**src/rtl/bdq_pkg.sv**
```systemverilog
// ----------------------------------------------------------------------------
// Bounded deque package
// Shared sizes, codes, the command type and ring index arithmetic.
// ----------------------------------------------------------------------------
package bdq_pkg;

  // Store geometry and field widths.
  localparam int DEPTH     = 16;
  localparam int KEY_WIDTH = 32;
  localparam int PTR_W     = (DEPTH > 1) ? $clog2(DEPTH) : 1;
  localparam int CNT_W     = $clog2(DEPTH + 1);
  localparam int POS_W     = 4;
  localparam int MODE_W    = 3;
  localparam int STATUS_W  = 2;

  // Command queue between the front and back parts.
  localparam int QUEUE_DEPTH = 2;
  localparam int QPTR_W      = (QUEUE_DEPTH > 1) ? $clog2(QUEUE_DEPTH) : 1;
  localparam int QCNT_W      = $clog2(QUEUE_DEPTH + 1);

  // Operation codes as they arrive on the mode field.
  typedef enum logic [MODE_W-1:0] {
    MODE_PUSH_FRONT = 3'd0,
    MODE_PUSH_BACK  = 3'd1,
    MODE_POP_BACK   = 3'd2,
    MODE_POP_FRONT  = 3'd3,
    MODE_SEARCH     = 3'd4,
    MODE_DUMP       = 3'd5
  } mode_e;

  // Result status codes.
  typedef enum logic [STATUS_W-1:0] {
    ST_OK        = 2'd0,
    ST_EMPTY     = 2'd1,
    ST_FULL      = 2'd2,
    ST_NOT_FOUND = 2'd3
  } status_e;

  // Back-end sequencer states.
  typedef enum logic [1:0] {
    S_IDLE,
    S_POP,
    S_SEARCH,
    S_DUMP
  } back_state_e;

  // One classified command as it travels through the queue.
  typedef struct packed {
    mode_e                        op;
    logic signed [KEY_WIDTH-1:0]  key;
  } cmd_t;

  // Ring index of base plus offset, both below DEPTH.
  function automatic logic [PTR_W-1:0] ring_add(input logic [PTR_W-1:0] base,
                                                 input logic [PTR_W-1:0] off);
    logic [PTR_W:0] sum;
    sum = {1'b0, base} + {1'b0, off};
    if (sum >= (PTR_W + 1)'(DEPTH)) begin
      sum = sum - (PTR_W + 1)'(DEPTH);
    end
    return sum[PTR_W-1:0];
  endfunction

  // Position field from an entry offset.
  function automatic logic [POS_W-1:0] pos_of(input logic [CNT_W-1:0] v);
    return POS_W'(v);
  endfunction

endpackage

```
**src/rtl/bdq_in_if.sv**
```systemverilog
// ----------------------------------------------------------------------------
// Deque input channel
// Valid/ready channel that carries one operation item.
// ----------------------------------------------------------------------------
interface bdq_in_if
  import bdq_pkg::*;
();
  logic                        valid;
  logic                        ready;
  logic [MODE_W-1:0]           mode;
  logic signed [KEY_WIDTH-1:0] key_in;

  modport source (output valid, output mode, output key_in, input ready);
  modport sink   (input valid, input mode, input key_in, output ready);
endinterface

```
**src/rtl/bdq_out_if.sv**
```systemverilog
// ----------------------------------------------------------------------------
// Deque output channel
// Valid/ready channel that carries one result item.
// ----------------------------------------------------------------------------
interface bdq_out_if
  import bdq_pkg::*;
();
  logic                        valid;
  logic                        ready;
  logic signed [KEY_WIDTH-1:0] key_out;
  logic [POS_W-1:0]            position;
  logic [STATUS_W-1:0]         status;
  logic                        last;

  modport source (output valid, output key_out, output position, output status,
                  output last, input ready);
  modport sink   (input valid, input key_out, input position, input status,
                  input last, output ready);
endinterface

```
**src/rtl/bdq_front.sv**
```systemverilog
// ----------------------------------------------------------------------------
// Deque front end
// Accepts operation items, decodes the mode and forwards valid commands.
// ----------------------------------------------------------------------------
module bdq_front
  import bdq_pkg::*;
(
  bdq_in_if.sink  in_i,
  output logic    cmd_valid_o,
  output cmd_t    cmd_o,
  input  logic    cmd_ready_i
);

  logic mode_known;

  // Unused mode codes are taken and dropped without a command.
  assign mode_known  = (in_i.mode <= MODE_W'(MODE_DUMP));
  assign in_i.ready  = cmd_ready_i;
  assign cmd_valid_o = in_i.valid && mode_known;
  assign cmd_o.op    = mode_e'(in_i.mode);
  assign cmd_o.key   = in_i.key_in;

endmodule

```
**src/rtl/bdq_cmd_queue.sv**
```systemverilog
// ----------------------------------------------------------------------------
// Deque command queue
// Short register queue that decouples the front end from the back end.
// ----------------------------------------------------------------------------
module bdq_cmd_queue
  import bdq_pkg::*;
(
  input  logic clk_i,
  input  logic rst_ni,
  input  logic in_valid_i,
  input  cmd_t in_cmd_i,
  output logic in_ready_o,
  output logic out_valid_o,
  output cmd_t out_cmd_o,
  input  logic out_ready_i
);

  cmd_t              slots_q [QUEUE_DEPTH];
  logic [QPTR_W-1:0] wr_ptr_q, wr_ptr_d;
  logic [QPTR_W-1:0] rd_ptr_q, rd_ptr_d;
  logic [QCNT_W-1:0] cnt_q, cnt_d;
  logic              do_wr, do_rd;

  assign in_ready_o  = (cnt_q != QCNT_W'(QUEUE_DEPTH));
  assign out_valid_o = (cnt_q != '0);
  assign out_cmd_o   = slots_q[rd_ptr_q];
  assign do_wr       = in_valid_i && in_ready_o;
  assign do_rd       = out_valid_o && out_ready_i;

  // Pointer and fill count update.
  always_comb begin
    wr_ptr_d = wr_ptr_q;
    rd_ptr_d = rd_ptr_q;
    cnt_d    = cnt_q;
    if (do_wr) begin
      wr_ptr_d = (wr_ptr_q == QPTR_W'(QUEUE_DEPTH - 1)) ? '0 : wr_ptr_q + 1'b1;
    end
    if (do_rd) begin
      rd_ptr_d = (rd_ptr_q == QPTR_W'(QUEUE_DEPTH - 1)) ? '0 : rd_ptr_q + 1'b1;
    end
    if (do_wr && !do_rd) begin
      cnt_d = cnt_q + 1'b1;
    end else if (!do_wr && do_rd) begin
      cnt_d = cnt_q - 1'b1;
    end
  end

  always_ff @(posedge clk_i or negedge rst_ni) begin
    if (!rst_ni) begin
      wr_ptr_q <= '0;
      rd_ptr_q <= '0;
      cnt_q    <= '0;
    end else begin
      wr_ptr_q <= wr_ptr_d;
      rd_ptr_q <= rd_ptr_d;
      cnt_q    <= cnt_d;
    end
  end

  // Slot storage.
  always_ff @(posedge clk_i) begin
    if (do_wr) begin
      slots_q[wr_ptr_q] <= in_cmd_i;
    end
  end

  assert property (@(posedge clk_i) disable iff (!rst_ni)
    cnt_q <= QCNT_W'(QUEUE_DEPTH))
    else $error("command queue fill count out of range");

endmodule

```
**src/rtl/bdq_back.sv**
```systemverilog
// ----------------------------------------------------------------------------
// Deque back end
// Key ring, head pointer, entry count, walk sequencer and result register.
// ----------------------------------------------------------------------------
module bdq_back
  import bdq_pkg::*;
(
  input  logic      clk_i,
  input  logic      rst_ni,
  input  logic      cmd_valid_i,
  input  cmd_t      cmd_i,
  output logic      cmd_ready_o,
  bdq_out_if.source out_o
);

  // Key ring memory with a registered read port.
  logic signed [KEY_WIDTH-1:0] mem [DEPTH];
  logic signed [KEY_WIDTH-1:0] rdata_q;
  logic                        we, re;
  logic [PTR_W-1:0]            waddr, raddr;

  back_state_e                 state_q, state_d;
  logic [PTR_W-1:0]            front_q, front_d;
  logic [CNT_W-1:0]            count_q, count_d;
  logic [CNT_W-1:0]            idx_q, idx_d;
  logic signed [KEY_WIDTH-1:0] skey_q, skey_d;

  logic                        out_valid_q;
  logic signed [KEY_WIDTH-1:0] out_key_q;
  logic [POS_W-1:0]            out_pos_q;
  status_e                     out_status_q;
  logic                        out_last_q;

  logic                        slot_free, emit, e_last;
  logic signed [KEY_WIDTH-1:0] e_key;
  logic [POS_W-1:0]            e_pos;
  status_e                     e_status;
  logic                        is_full, is_empty, walk_end;
  logic [PTR_W-1:0]            front_dec;
  logic [CNT_W-1:0]            idx_next;

  assign slot_free = !out_valid_q || out_o.ready;
  assign is_full   = (count_q == CNT_W'(DEPTH));
  assign is_empty  = (count_q == '0);
  assign front_dec = (front_q == '0) ? PTR_W'(DEPTH - 1) : front_q - 1'b1;
  assign idx_next  = idx_q + 1'b1;
  assign walk_end  = (idx_next == count_q);

  // Sequencer: one command at a time, walks read one entry per cycle while the result register is free.
  always_comb begin
    state_d     = state_q;
    front_d     = front_q;
    count_d     = count_q;
    idx_d       = idx_q;
    skey_d      = skey_q;
    cmd_ready_o = 1'b0;
    we          = 1'b0;
    waddr       = front_q;
    re          = 1'b0;
    raddr       = front_q;
    emit        = 1'b0;
    e_key       = '0;
    e_pos       = '0;
    e_status    = ST_OK;
    e_last      = 1'b1;
    case (state_q)
      S_IDLE: begin
        if (cmd_valid_i && slot_free) begin
          cmd_ready_o = 1'b1;
          case (cmd_i.op)
            MODE_PUSH_FRONT, MODE_PUSH_BACK: begin
              emit = 1'b1;
              if (is_full) begin
                e_status = ST_FULL;
              end else begin
                we      = 1'b1;
                count_d = count_q + 1'b1;
                if (cmd_i.op == MODE_PUSH_FRONT) begin
                  waddr   = front_dec;
                  front_d = front_dec;
                end else begin
                  waddr = ring_add(front_q, PTR_W'(count_q));
                end
              end
            end
            MODE_POP_BACK, MODE_POP_FRONT: begin
              if (is_empty) begin
                emit     = 1'b1;
                e_status = ST_EMPTY;
              end else begin
                re      = 1'b1;
                count_d = count_q - 1'b1;
                state_d = S_POP;
                if (cmd_i.op == MODE_POP_BACK) begin
                  raddr = ring_add(front_q, PTR_W'(count_q - 1'b1));
                  idx_d = count_q - 1'b1;
                end else begin
                  front_d = ring_add(front_q, PTR_W'(1));
                  idx_d   = '0;
                end
              end
            end
            MODE_SEARCH: begin
              if (is_empty) begin
                emit     = 1'b1;
                e_status = ST_NOT_FOUND;
              end else begin
                re      = 1'b1;
                idx_d   = '0;
                skey_d  = cmd_i.key;
                state_d = S_SEARCH;
              end
            end
            MODE_DUMP: begin
              if (is_empty) begin
                emit     = 1'b1;
                e_status = ST_EMPTY;
              end else begin
                re      = 1'b1;
                idx_d   = '0;
                state_d = S_DUMP;
              end
            end
            default: begin
            end
          endcase
        end
      end
      S_POP: begin
        if (slot_free) begin
          emit    = 1'b1;
          e_key   = rdata_q;
          e_pos   = pos_of(idx_q);
          state_d = S_IDLE;
        end
      end
      S_SEARCH: begin
        if (slot_free) begin
          if (rdata_q == skey_q) begin
            emit    = 1'b1;
            e_pos   = pos_of(idx_q);
            state_d = S_IDLE;
          end else if (walk_end) begin
            emit     = 1'b1;
            e_status = ST_NOT_FOUND;
            state_d  = S_IDLE;
          end else begin
            re    = 1'b1;
            raddr = ring_add(front_q, PTR_W'(idx_next));
            idx_d = idx_next;
          end
        end
      end
      S_DUMP: begin
        if (slot_free) begin
          emit   = 1'b1;
          e_key  = rdata_q;
          e_pos  = pos_of(idx_q);
          e_last = walk_end;
          if (walk_end) begin
            state_d = S_IDLE;
          end else begin
            re    = 1'b1;
            raddr = ring_add(front_q, PTR_W'(idx_next));
            idx_d = idx_next;
          end
        end
      end
      default: begin
        state_d = S_IDLE;
      end
    endcase
  end

  // Control state.
  always_ff @(posedge clk_i or negedge rst_ni) begin
    if (!rst_ni) begin
      state_q     <= S_IDLE;
      front_q     <= '0;
      count_q     <= '0;
      idx_q       <= '0;
      out_valid_q <= 1'b0;
    end else begin
      state_q <= state_d;
      front_q <= front_d;
      count_q <= count_d;
      idx_q   <= idx_d;
      if (emit) begin
        out_valid_q <= 1'b1;
      end else if (out_o.ready) begin
        out_valid_q <= 1'b0;
      end
    end
  end

  // Payload registers.
  always_ff @(posedge clk_i) begin
    skey_q <= skey_d;
    if (emit) begin
      out_key_q    <= e_key;
      out_pos_q    <= e_pos;
      out_status_q <= e_status;
      out_last_q   <= e_last;
    end
  end

  // Memory write and registered read.
  always_ff @(posedge clk_i) begin
    if (we) begin
      mem[waddr] <= cmd_i.key;
    end
    if (re) begin
      rdata_q <= mem[raddr];
    end
  end

  assign out_o.valid    = out_valid_q;
  assign out_o.key_out  = out_key_q;
  assign out_o.position = out_pos_q;
  assign out_o.status   = out_status_q;
  assign out_o.last     = out_last_q;

  // The entry count never passes the ring size.
  assert property (@(posedge clk_i) disable iff (!rst_ni)
    count_q <= CNT_W'(DEPTH))
    else $error("entry count exceeds ring size");

  // A walk only visits stored entries.
  assert property (@(posedge clk_i) disable iff (!rst_ni)
    (state_q == S_SEARCH || state_q == S_DUMP) |-> (idx_q < count_q))
    else $error("walk index beyond stored entries");

  // A result is never loaded over one that has not been taken.
  assert property (@(posedge clk_i) disable iff (!rst_ni)
    emit |-> (!out_valid_q || out_o.ready))
    else $error("result register overwritten");

  // A pop never starts from an empty ring and leaves one entry fewer.
  assert property (@(posedge clk_i) disable iff (!rst_ni)
    (state_q == S_IDLE && state_d == S_POP) |=> (count_q == $past(count_q) - 1'b1))
    else $error("pop did not remove one entry");

endmodule

```
**src/rtl/bounded_deque_with_search.sv**
```systemverilog
// ----------------------------------------------------------------------------
// Bounded deque with search
// Ring of signed keys with push and pop at both ends, search and dump.
// ----------------------------------------------------------------------------
// The front end takes one item per cycle into a two-entry command queue while
// the queue has room, and drops unused mode codes at once. The back end carries
// out one command at a time: a push writes the ring as it is taken, a pop goes
// through one registered memory read, and a search or a dump reads the entries
// it visits one by one through the single read port of the key memory. A dump
// sends one result per stored key; every other command sends one result. The
// back end loads a new result, and starts the next command, only when the
// result register is empty or its result is taken in that same cycle, so a
// result side that holds off stalls the back end.
module bounded_deque_with_search
  import bdq_pkg::*;
(
  input  logic      clk_i,
  input  logic      rst_ni,
  bdq_in_if.sink    in_i,
  bdq_out_if.source out_o
);

  logic front_valid, front_ready;
  cmd_t front_cmd;
  logic back_valid, back_ready;
  cmd_t back_cmd;

  bdq_front u_front (
    .in_i        (in_i),
    .cmd_valid_o (front_valid),
    .cmd_o       (front_cmd),
    .cmd_ready_i (front_ready)
  );

  bdq_cmd_queue u_queue (
    .clk_i       (clk_i),
    .rst_ni      (rst_ni),
    .in_valid_i  (front_valid),
    .in_cmd_i    (front_cmd),
    .in_ready_o  (front_ready),
    .out_valid_o (back_valid),
    .out_cmd_o   (back_cmd),
    .out_ready_i (back_ready)
  );

  bdq_back u_back (
    .clk_i       (clk_i),
    .rst_ni      (rst_ni),
    .cmd_valid_i (back_valid),
    .cmd_i       (back_cmd),
    .cmd_ready_o (back_ready),
    .out_o       (out_o)
  );

endmodule
```
**src/flat_wrapper.sv**
```systemverilog
// flat-port wrapper written by rule: the top's interface ports become plain ports
module bounded_deque_with_search_flat import bdq_pkg::*;
  (clk_i, rst_ni, in_i_valid, in_i_mode, in_i_key_in, in_i_ready, out_o_valid, out_o_key_out, out_o_position, out_o_status, out_o_last, out_o_ready);
  bdq_in_if in_i_i ();
  bdq_out_if out_o_i ();
  input  logic clk_i;
  input  logic rst_ni;
  input wire logic [$bits(in_i_i.valid)-1:0] in_i_valid;
  input wire logic [$bits(in_i_i.mode)-1:0] in_i_mode;
  input wire logic [$bits(in_i_i.key_in)-1:0] in_i_key_in;
  output wire logic [$bits(in_i_i.ready)-1:0] in_i_ready;
  output wire logic [$bits(out_o_i.valid)-1:0] out_o_valid;
  output wire logic [$bits(out_o_i.key_out)-1:0] out_o_key_out;
  output wire logic [$bits(out_o_i.position)-1:0] out_o_position;
  output wire logic [$bits(out_o_i.status)-1:0] out_o_status;
  output wire logic [$bits(out_o_i.last)-1:0] out_o_last;
  input wire logic [$bits(out_o_i.ready)-1:0] out_o_ready;
  assign in_i_i.valid = in_i_valid;
  assign in_i_i.mode = in_i_mode;
  assign in_i_i.key_in = in_i_key_in;
  assign in_i_ready = in_i_i.ready;
  assign out_o_valid = out_o_i.valid;
  assign out_o_key_out = out_o_i.key_out;
  assign out_o_position = out_o_i.position;
  assign out_o_status = out_o_i.status;
  assign out_o_last = out_o_i.last;
  assign out_o_i.ready = out_o_ready;
  bounded_deque_with_search u_core (.clk_i(clk_i), .rst_ni(rst_ni), .in_i(in_i_i), .out_o(out_o_i));
endmodule
```
**config.mk**
```make
export PLATFORM = sky130hd
export DESIGN_NAME = bounded_deque_with_search_flat
export DESIGN_NICKNAME = d
export VERILOG_FILES = /design/src/rtl/bdq_pkg.sv /design/src/rtl/bdq_in_if.sv /design/src/rtl/bdq_out_if.sv /design/src/rtl/bdq_front.sv /design/src/rtl/bdq_cmd_queue.sv /design/src/rtl/bdq_back.sv /design/src/rtl/bounded_deque_with_search.sv /design/src/flat_wrapper.sv
export SDC_FILE = /design/constraint.sdc
export NUM_CORES = 1
export LEC_CHECK = 0
export BUFFER_PORTS_ARGS = -buffer_cell sky130_fd_sc_hd__buf_2
export CAP_MARGIN = 30
export CORE_MARGIN = 1
export CORE_UTILIZATION = 65
export CTS_CLUSTER_DIAMETER = 50
export CTS_CLUSTER_SIZE = 12
export DETAILED_ROUTE_END_ITERATION = 12
export PLACE_DENSITY = 0.83
export SLEW_MARGIN = 20
export SYNTH_ARGS = -nofsm -noshare
export SYNTH_HDL_FRONTEND = slang
export SYNTH_SLANG_ARGS = --single-unit
```
**constraint.sdc**
```tcl
create_clock -name clk_i -period 8.8 [get_ports clk_i]
set_input_delay 0.44 -clock clk_i [delete_from_list [all_inputs] [get_ports clk_i]]
set_output_delay 0.44 -clock clk_i [all_outputs]
set_load 0.01 [all_outputs]
```
Word level (Yosys, flattened, before mapping). Memory sizes are Yosys's and may differ from the RTL's. A register that Yosys moved wholly into a read port is not among the register bits. Cells that the tools add are included.

Add/sub/neg operators: 16. Magnitude comparators: 5. Equal/unequal tests: 27. Mux-type cells: 93. Bitwise operators: 1. Reductions and logical operators: 32.

Operators with widths (number): $mux W4 (25); $mux W5 (10); $mux W2 (17); $eq A32 B32 Y1 (1); $mux W1 (28); $ge A5 B5 Y1 const B (4); $ne A2 B2 Y1 const B (10); $pmux W5 S2 (2); $sub A4 B1 Y4 const B (5); $pmux W4 S2 (2); $reduce_and A8 Y1 (2); $add A4 B4 Y5 (3); $pmux W5 S3 (1); $ne A3 B3 Y1 const B (4); $pmux W2 S3 (2); $pmux W4 S3 (1); $add A5 B1 Y5 const B (2); $pmux W2 S4 (1); $reduce_bool A2 Y1 (4); $reduce_or A2 Y1 (4); $reduce_and A7 Y1 (1); $eq A3 B2 Y1 const B (2); $eq A3 B3 Y1 const B (2); $logic_and A1 B1 Y1 (6); 29 further kinds (35).

Register bits: 92. Memory bits (writable): 582. Output and inout bits: 41. Word-level logic and storage cells: 189. Memories kept: 2.

Memory list: u_core.u_back.mem (words 16, width 32, read ports 1, clocked after Yosys merged registers in 1, write ports 1, line bdq_back.sv:17) `logic signed [KEY_WIDTH-1:0] mem [DEPTH];`; u_core.u_queue.slots_q (words 2, width 35, read ports 1, clocked after Yosys merged registers in 0, write ports 1, line bdq_cmd_queue.sv:18) `cmd_t slots_q [QUEUE_DEPTH];`.

Logic depth before layout (Yosys ltp). Gate-level depths: netlist (run 1).

Word-level depth: 9. Gate-level depth with buffers: 17. Depth with buffers taken out: 14.

By module. From an unflattened synthesis (run 1), not the netlist that was laid out.

Cell total of the unflattened synthesis: 1431. Area total of the unflattened synthesis: 28059.4 um2.

Modules (own cells, without submodules): bdq_back (times used 1, cells an instance 1267, area each 24907.6 um2, sequential area each 18893.1 um2); bdq_cmd_queue (times used 1, cells an instance 127, area each 2870.3 um2, sequential area each 2202.1 um2); bdq_front (times used 1, cells an instance 37, area each 281.5 um2, sequential area each 0.0 um2).

Least setup slack after synthesis (run 1). OpenSTA, ideal clock, no wires.

Path type: register to register. Start point: reg u_core.u_queue.rd_ptr_q. End point: mem u_core.u_back.mem[2][0], enable pin. Library setup time: 0.421 ns. Arrival time: 3.482 ns. Data required time: 8.379 ns. Path slack: 4.897 ns. Stages on the path, launching flop included: 9. Path buffers: 1. Clock period less this slack: 3.903 ns. Cell sequence: dfrtp_1 > buf_4 > mux2i_1 > nand2_1 > nor2_1 > mux2i_1 > nor2_1 > or3_1 > nor2_1.

Word-level cells in the longest chain between the ends: 8.

RTL lines: start, declared (line bdq_cmd_queue.sv:20) `logic [QPTR_W-1:0] rd_ptr_q, rd_ptr_d;`; start signal, assigned (line bdq_cmd_queue.sv:55) `rd_ptr_q <= rd_ptr_d;`; $mem_v2 Z2 W35 (*); $eq A3 B1 Y1 / $logic_not A3 Y1 (equally long branches) (line bdq_back.sv:70, bdq_back.sv:78); $reduce_or A2 Y1 (line bdq_back.sv:70) `case (cmd_i.op)`; $mux W1 (line bdq_back.sv:70); $mux W1 (line bdq_back.sv:68) `if (cmd_valid_i && slot_free) begin`; $mux W1 (line bdq_back.sv:66) `case (state_q)`; $mux W1 (line bdq_back.sv:209) `if (we) begin`; $mux W1 (not written as such) (line bdq_back.sv:210) `mem[waddr] <= cmd_i.key;`; end, declared (line bdq_back.sv:17).

Every way passes the cells marked *; elsewhere a longest branch is shown, timed or not.

Worst setup path after layout (run 1).
Start point: reg u_core.u_back.rdata_q[24] (read register of u_core.u_back.mem). End point: reg u_core.u_back.rdata_q[24] (read register of u_core.u_back.mem) (data pin).

Word-level cells in the longest chain between the ends: 4.

RTL lines: start, declared (line bdq_back.sv:18) `logic signed [KEY_WIDTH-1:0] rdata_q;`; $eq A32 B32 Y1 (*) (line bdq_back.sv:139) `if (rdata_q == skey_q) begin`; $mux W4 / $mux W1 (equally long branches) (line bdq_back.sv:139); $mux W4 / $mux W1 (equally long branches) (line bdq_back.sv:138) `if (slot_free) begin`; $pmux W4 S3 / $pmux W1 S3 (equally long branches) (line bdq_back.sv:66).

Marked as above. A chain may end at the register's enable or synchronous reset.

==> results.tsv, run 1 <==
metric	value	unit
status	finished, final reports clean	
grt_pass1_vias	16834	
synthDistinctLibCells	68	
yosysSeqAreaShare	74.6	%
rr_worst_depth	11	
gr-total-overflow	0	
critPathRequiredTime	9.13	ns
synth-xor-area-share	1.95	%
initial_utilization	65.8	%
clkLatencyLatePin	0.60	ns
synth_edf_count	685	
drc	0	
critical_path_class	reg -> reg	
hold_violations	0	
grt_pass1_wl	100	mm
syn-cell-area	28300	um^2
hold_class	in -> reg	
yosys-mux-area-fraction	2.32	%
insertedDiodeCount	0	
place_hpwl	35.8	mm
synthArstFlopShare	2.97	%
synthCells	1996	
cts_buffers	71	
synth_compound_area_share	3.49	%
rows	76	
rsz0062_at_grt	no	
maxSlewViolCount	0	
vias_per_cell	6.36	
clk_pin_slew_worst_paths	0.06	ns
endpoint_kind	flip-flop	
synth_fa_ha_area_share	0.956	%
htreeDepth	3	
core_area	43000	um^2
antenna_found_initial	3	
hold_buffers	4	
layout-drive-gt1-share	15.2	%
fmax	0.196	GHz
die_h	211	um
worstMarginPinSlew	1.09	ns
wire_per_inst	24.7	um
rr_endpoint	u_core.u_back.rdata_q[24]	
avgSynthCellArea	14.2	um^2
synth_ff_type	edfxtp_1	
dieArea	44300	um^2
finalCritPeriodShare	58.0	%
r2r-start	u_core.u_back.rdata_q[24]	
synth_nets	2054	
gp_congestion	0.873	
post_cts_buffers	0	
cts.repair.resized	0	
grt_use_total	30.7	%
io_buffer_count	79	
vias	17106	
crit_end	u_core.u_back.rdata_q[24]	
synth_top_family_by_area	simple AND/OR/NAND/NOR gates	
period_minus_slack	5.10	ns
ctsLongestPathBuffers	3	
fin_nets	2142	
slew_headroom	27.3	%
drv_cap	0	
start_kind	flip-flop	
skew	0.0270	ns
cts.sinks	706	
io_pins	80	
cp_data_arrival_time	5.43	ns
drt_iter0_drc	2381	
drt_wl_total	66.5	mm
yosys_warnings	0	
fillCellCount	2549	
critPathMaxFanout	137	
first_pass_iters	6	
setup_viol	0	
cts_root_buf	clkbuf_16	
syn2layout_area_growth	11.5	%
fin_setup_tns	0	ns
startpoint	u_core.u_back.rdata_q[24]	
cts_tree	built	
r2r_setup_slack	3.70	ns
ant_nets	0	
synth_simple_gate_area_share	14.8	%
grt_max_degree	248	
ys_seq_elements	706	
die_x	211	um
[logic make-up (layout without fill, tap and decap cells)]
| kind of cell | after synthesis | in the layout |
|---|---|---|
| and+or+nand+nor | 884 | 884 |
| adders and majority gates | 20 | 20 |
| xor gates and xnor gates | 63 | 63 |
| DFF | 706 | 706 |
| AOI/OAI and AO/OA | 145 | 145 |
| buffers and inverters | 118 | 227 |
| muxes | 60 | 60 |
[worst max-delay path, stage by stage (launching register included)]
cell and delay [ns]:
edfxtp_1 0.45, xor2_1 0.17, nor4_1 0.80, nand2_1 0.17, or4_4 0.63, and2_1 0.29, a221oi_4 0.37, buf_12 0.45
buf_16 0.46, nand4_2 0.45, o2111ai_1 0.38, nor2_1 0.09
[flip-flops by register name, summed over array words and instances (netlist names), 4 cells and up]
signal and cells:
u_core.u_back.mem 512, u_core.u_queue.slots_q 70, u_core.u_back.out_o.key_out 32, u_core.u_back.rdata_q 32
u_core.u_back.skey_q 32, u_core.u_back.count_q 5, u_core.u_back.idx_q 5, u_core.u_back.front_q 4
u_core.u_back.out_o.position 4
[final cells by class]
| cell class | count | area [um^2] | area share (%) |
|---|---|---|---|
| Clock buffer | 79 | 1810 | 5.73 |
| Clock inverter | 15 | 191 | 0.607 |
| Timing Repair Buffer | 118 | 793 | 2.52 |
| Sequential cell | 706 | 21100 | 66.9 |
| Multi-Input combinational cell | 1172 | 6850 | 21.7 |
| Inverter | 15 | 56.3 | 0.179 |
| Tap cell | 585 | 732 | 2.32 |
[how the worst min path moves through the flow]
stage,endpoint,startpoint,slack [ns],depth (start not counted)
after floorplan,u_core.u_back.count_q[0],rst_ni,0.14,0
after global placement,u_core.u_queue.wr_ptr_q,rst_ni,0.44,1
after detailed placement,u_core.u_queue.wr_ptr_q,rst_ni,0.45,1
after CTS,u_core.u_queue.slots_q[0][10],in_i_key_in[10],0.00005,1
after global routing,u_core.u_queue.slots_q[1][2],in_i_key_in[2],0.02,1
final,u_core.u_queue.slots_q[0][2],in_i_key_in[2],0.03,1
[per-layer routing]
metal | GRT usage, % | wire [um] | up-vias
met5 | 0 | 13 | -
met4 | 12.7 | 2220 | 2
met3 | 5.17 | 6790 | 175
met2 | 50.5 | 33300 | 1128
met1 | 41.1 | 24300 | 8332
li1 | - | - | 7469
[cell usage in the layout (no fill, tap or decap), drive strengths merged, types with 10 or more instances in the layout]
master | synthesis | final
a21oi | 43 | 43
a2bb2oi | 10 | 10
a32oi | 11 | 11
and3 | 32 | 32
buf | 56 | 114
clkbuf | 47 | 79
dfrtp | 21 | 21
edfxtp | 685 | 685
ha | 16 | 16
inv | 15 | 20
mux2 | 34 | 34
mux2i | 26 | 26
nand2 | 417 | 417
nand3 | 189 | 189
nand4 | 26 | 26
nor2 | 145 | 145
nor3 | 34 | 34
nor4 | 10 | 10
o21ai | 35 | 35
o221ai | 11 | 11
xnor2 | 19 | 19
xor2 | 44 | 44
[cells in the mapped netlist, drive strengths merged (2+ instances only)]
| cell type | number | area [um^2] |
|---|---|---|
| xnor2 | 19 | 166 |
| edfxtp | 685 | 20600 |
| a2bb2oi | 10 | 87.6 |
| nor2 | 145 | 544 |
| a31oi | 2 | 12.5 |
| mux2i | 26 | 273 |
| nor3b | 5 | 70.1 |
| a221oi | 2 | 41.3 |
| a32oi | 11 | 96.3 |
| nand2 | 417 | 1570 |
| o2111ai | 9 | 78.8 |
| a21oi | 43 | 219 |
| ha | 16 | 200 |
| o221ai | 11 | 96.3 |
| buf | 56 | 304 |
| dfrtp | 21 | 526 |
| nor4 | 10 | 83.8 |
| o31ai | 2 | 15.0 |
| or4 | 4 | 41.3 |
| nand3 | 189 | 1050 |
| or3 | 3 | 18.8 |
| a21o | 4 | 30.0 |
| inv | 15 | 56.3 |
| xor2 | 44 | 385 |
| fa | 3 | 60.1 |
| nand4 | 26 | 169 |
| o21a | 3 | 22.5 |
| mux2 | 34 | 383 |
| nor3 | 34 | 298 |
| nand2b | 6 | 37.5 |
| a221o | 3 | 30.0 |
| and2 | 7 | 43.8 |
| clkbuf | 47 | 176 |
| and3 | 32 | 200 |
| a22oi | 4 | 30.0 |
| o21ai | 35 | 179 |
| nor2b | 2 | 20.0 |
[stage by stage]
step                      worst slack, ns  util (%)  instances  area (um^2)  hold slack [ns]
final                                3.70      73.3       2690        31500           0.0272
after global routing                 3.66      73.3       2690        31500           0.0175
after CTS                            3.85      73.3       2689        31500        0.0000452
after detailed placement             3.91      68.5       2591        29500            0.448
after global placement               3.87      68.3       2587        29400            0.444
after floorplan                      4.90         -       1996        28300            0.144
Power of run 1 is not shown: default switching activity piles up to over one toggle a cycle in this logic, so the estimate is an artifact.
==> inputs of run 2 (changes only) <==
--- a/config.mk
+++ b/config.mk
@@ -8,11 +8,11 @@
 export BUFFER_PORTS_ARGS = -buffer_cell sky130_fd_sc_hd__buf_2
 export CAP_MARGIN = 30
 export CORE_MARGIN = 1
-export CORE_UTILIZATION = 65
+export CORE_UTILIZATION = 56
 export CTS_CLUSTER_DIAMETER = 50
 export CTS_CLUSTER_SIZE = 12
 export DETAILED_ROUTE_END_ITERATION = 12
-export PLACE_DENSITY = 0.83
+export PLACE_DENSITY = 0.76
 export SLEW_MARGIN = 20
 export SYNTH_ARGS = -nofsm -noshare
 export SYNTH_HDL_FRONTEND = slang
==> constraint.sdc (replaced) <==
create_clock -name clk_i -period 4.5 [get_ports clk_i]
set_input_delay 0.225 -clock clk_i [delete_from_list [all_inputs] [get_ports clk_i]]
set_output_delay 0.225 -clock clk_i [all_outputs]
set_load 0.01 [all_outputs]
==> results.tsv, run 2 (synthesis results as in run 1) <==
metric	value	unit
status	finished, final reports clean	
skew	0.0297	ns
fillCellCount	3320	
layout-drive-gt1-share	16.5	%
crit_path_top_delay_cell	nor4_1	
core_area	49400	um^2
critPathRequiredTime	4.96	ns
cts_root_buf	clkbuf_16	
cts.sinks	706	
fin_nets	2212	
clkLatencyLatePin	0.62	ns
critical_path_class	reg -> reg	
post_cts_buffers	0	
gp_congestion	0.894	
wire_per_inst	24.5	um
htreeDepth	3	
largest_reg_flops	512	
vias	17413	
endpoint_kind	flip-flop	
critPathBufInv	3	
cp_top_family	simple AND/OR/NAND/NOR gates	
die_h	227	um
final_common_cell	edfxtp_1	
fmax	0.237	GHz
grt_use_total	27.8	%
die_x	227	um
drc	0	
insertedDiodeCount	0	
utilization	65.9	%
gr-total-overflow	0	
period_minus_slack	4.23	ns
io_pins	80	
final_cell_mix	edfxtp_1, nand2_1, nand3_1	
grt_pass1_wl	103	mm
fin_setup_tns	0	ns
ant_nets	0	
hold_class	in -> reg	
antenna_found_initial	0	
io_buffer_count	79	
finalWorstSetupSlack	0.272	ns
cpMostUsedCell	buf_12	
finalCritPeriodShare	94.0	%
slew_headroom	51.9	%
rsz0062_at_grt	no	
worstMarginPinSlew	0.720	ns
setup_viol	0	
first_pass_iters	5	
drt_wl_total	69.7	mm
r2r_setup_slack	0.27	ns
drt_iter0_drc	2481	
detailedPlace.worstSlack	0.369	ns
ctsLongestPathBuffers	3	
place_hpwl	40.1	mm
cp_data_arrival_time	4.68	ns
clk_pin_slew_worst_paths	0.06	ns
vias_per_cell	6.12	
dieArea	51400	um^2
syn2layout_area_growth	15.0	%
grt_pass1_vias	17185	
hold_violations	0	
crit_chain	xor2_1, nor4_1, nand2_1, or4_4, and2_1, a221oi_4, buf_12, buf_12, buf_12, nor2_1, nor2_1, o21ai_0, nor3_2	
grt_max_degree	71	
critPathMaxFanout	45	
cts.repair.resized	0	
place_area	30100	um^2
rows	81	
maxSlewViolCount	0	
initial_utilization	57.3	%
cts_buffers	73	
cts_tree	built	
start_kind	flip-flop	
drv_cap	0	
top_regs	u_core.u_back.mem: 512 flops, u_core.u_queue.slots_q: 70 flops	
top_register	u_core.u_back.mem	
design_area	32500	um^2
max_stage_delay	0.62	ns
run 2: cell types whose count changed in the layout (fill, tap and decap cells not counted):
| cell | delta |
|---|---|
| dlygate4sd3_1 | +32 |
| buf_12 | +21 |
| buf_4 | +15 |
| clkbuf_1 | +3 |
| clkbuf_16 | +3 |
| clkinv_2 | +3 |
| bufinv_16 | -2 |
| clkinv_4 | +2 |
| clkinv_1 | +1 |
| clkinv_8 | -1 |
| inv_6 | +1 |
run 2: final timing paths:
kind                                       endpoint  cells after the start                     start
max                        u_core.u_back.rdata_q[4]                     13  u_core.u_back.rdata_q[1]
min                         u_core.u_queue.wr_ptr_q                      3                in_i_valid
max reg2reg                u_core.u_back.rdata_q[4]                     13  u_core.u_back.rdata_q[1]
min reg2reg                 u_core.u_queue.cnt_q[1]                      1   u_core.u_queue.cnt_q[1]
max in group asynchronous   u_core.u_queue.rd_ptr_q                      2                    rst_ni
min in group asynchronous  u_core.u_back.count_q[3]                      2                    rst_ni
run 2: area by class of cell:
cell class / count / area (um^2) / share of cell area [%]
sequential: 706 / 21100 / 64.9
inverter: 15 / 56.3 / 0.173
timing repair buffer: 186 / 1650 / 5.06
clock buffer: 85 / 1890 / 5.82
clock inverter: 19 / 160 / 0.492
tap: 664 / 831 / 2.55
multi-input combinational: 1172 / 6850 / 21.0
run 2: through the flow:
stage	std cells	hold WS (ns)
after detailed placement	2707	0.217
after CTS	2847	0.00455
after floorplan	1996	-0.0706
after global routing	2847	0.0273
final	2847	0.0220
after global placement	2705	0.220
run 2: per-layer routing:
layer	GRT usage [%]	share of wire, %	vias up
li1	-	-	7611
met1	38.0	39	8551
met2	44.3	47	1079
met3	4.85	10	172
met4	11.6	3.5	0
met5	0	0	-
run 2: worst register-to-register path, stage by stage, from the launching register on:
cell and delay [ns]:
edfxtp_1 0.43, xor2_1 0.17, nor4_1 0.62, nand2_1 0.20
or4_4 0.61, and2_1 0.28, a221oi_4 0.37, buf_12 0.24
buf_12 0.29, buf_12 0.26, nor2_1 0.09, nor2_1 0.25
o21ai_0 0.15, nor3_2 0.13
run 2: timing repair:
action | CTS | global route
endpoints found under the setup margin | 0 | 0
endpoints found under the hold margin | 91 | 0
hold buffers | 36 | 0
Power of run 2 is left out for the same reason.
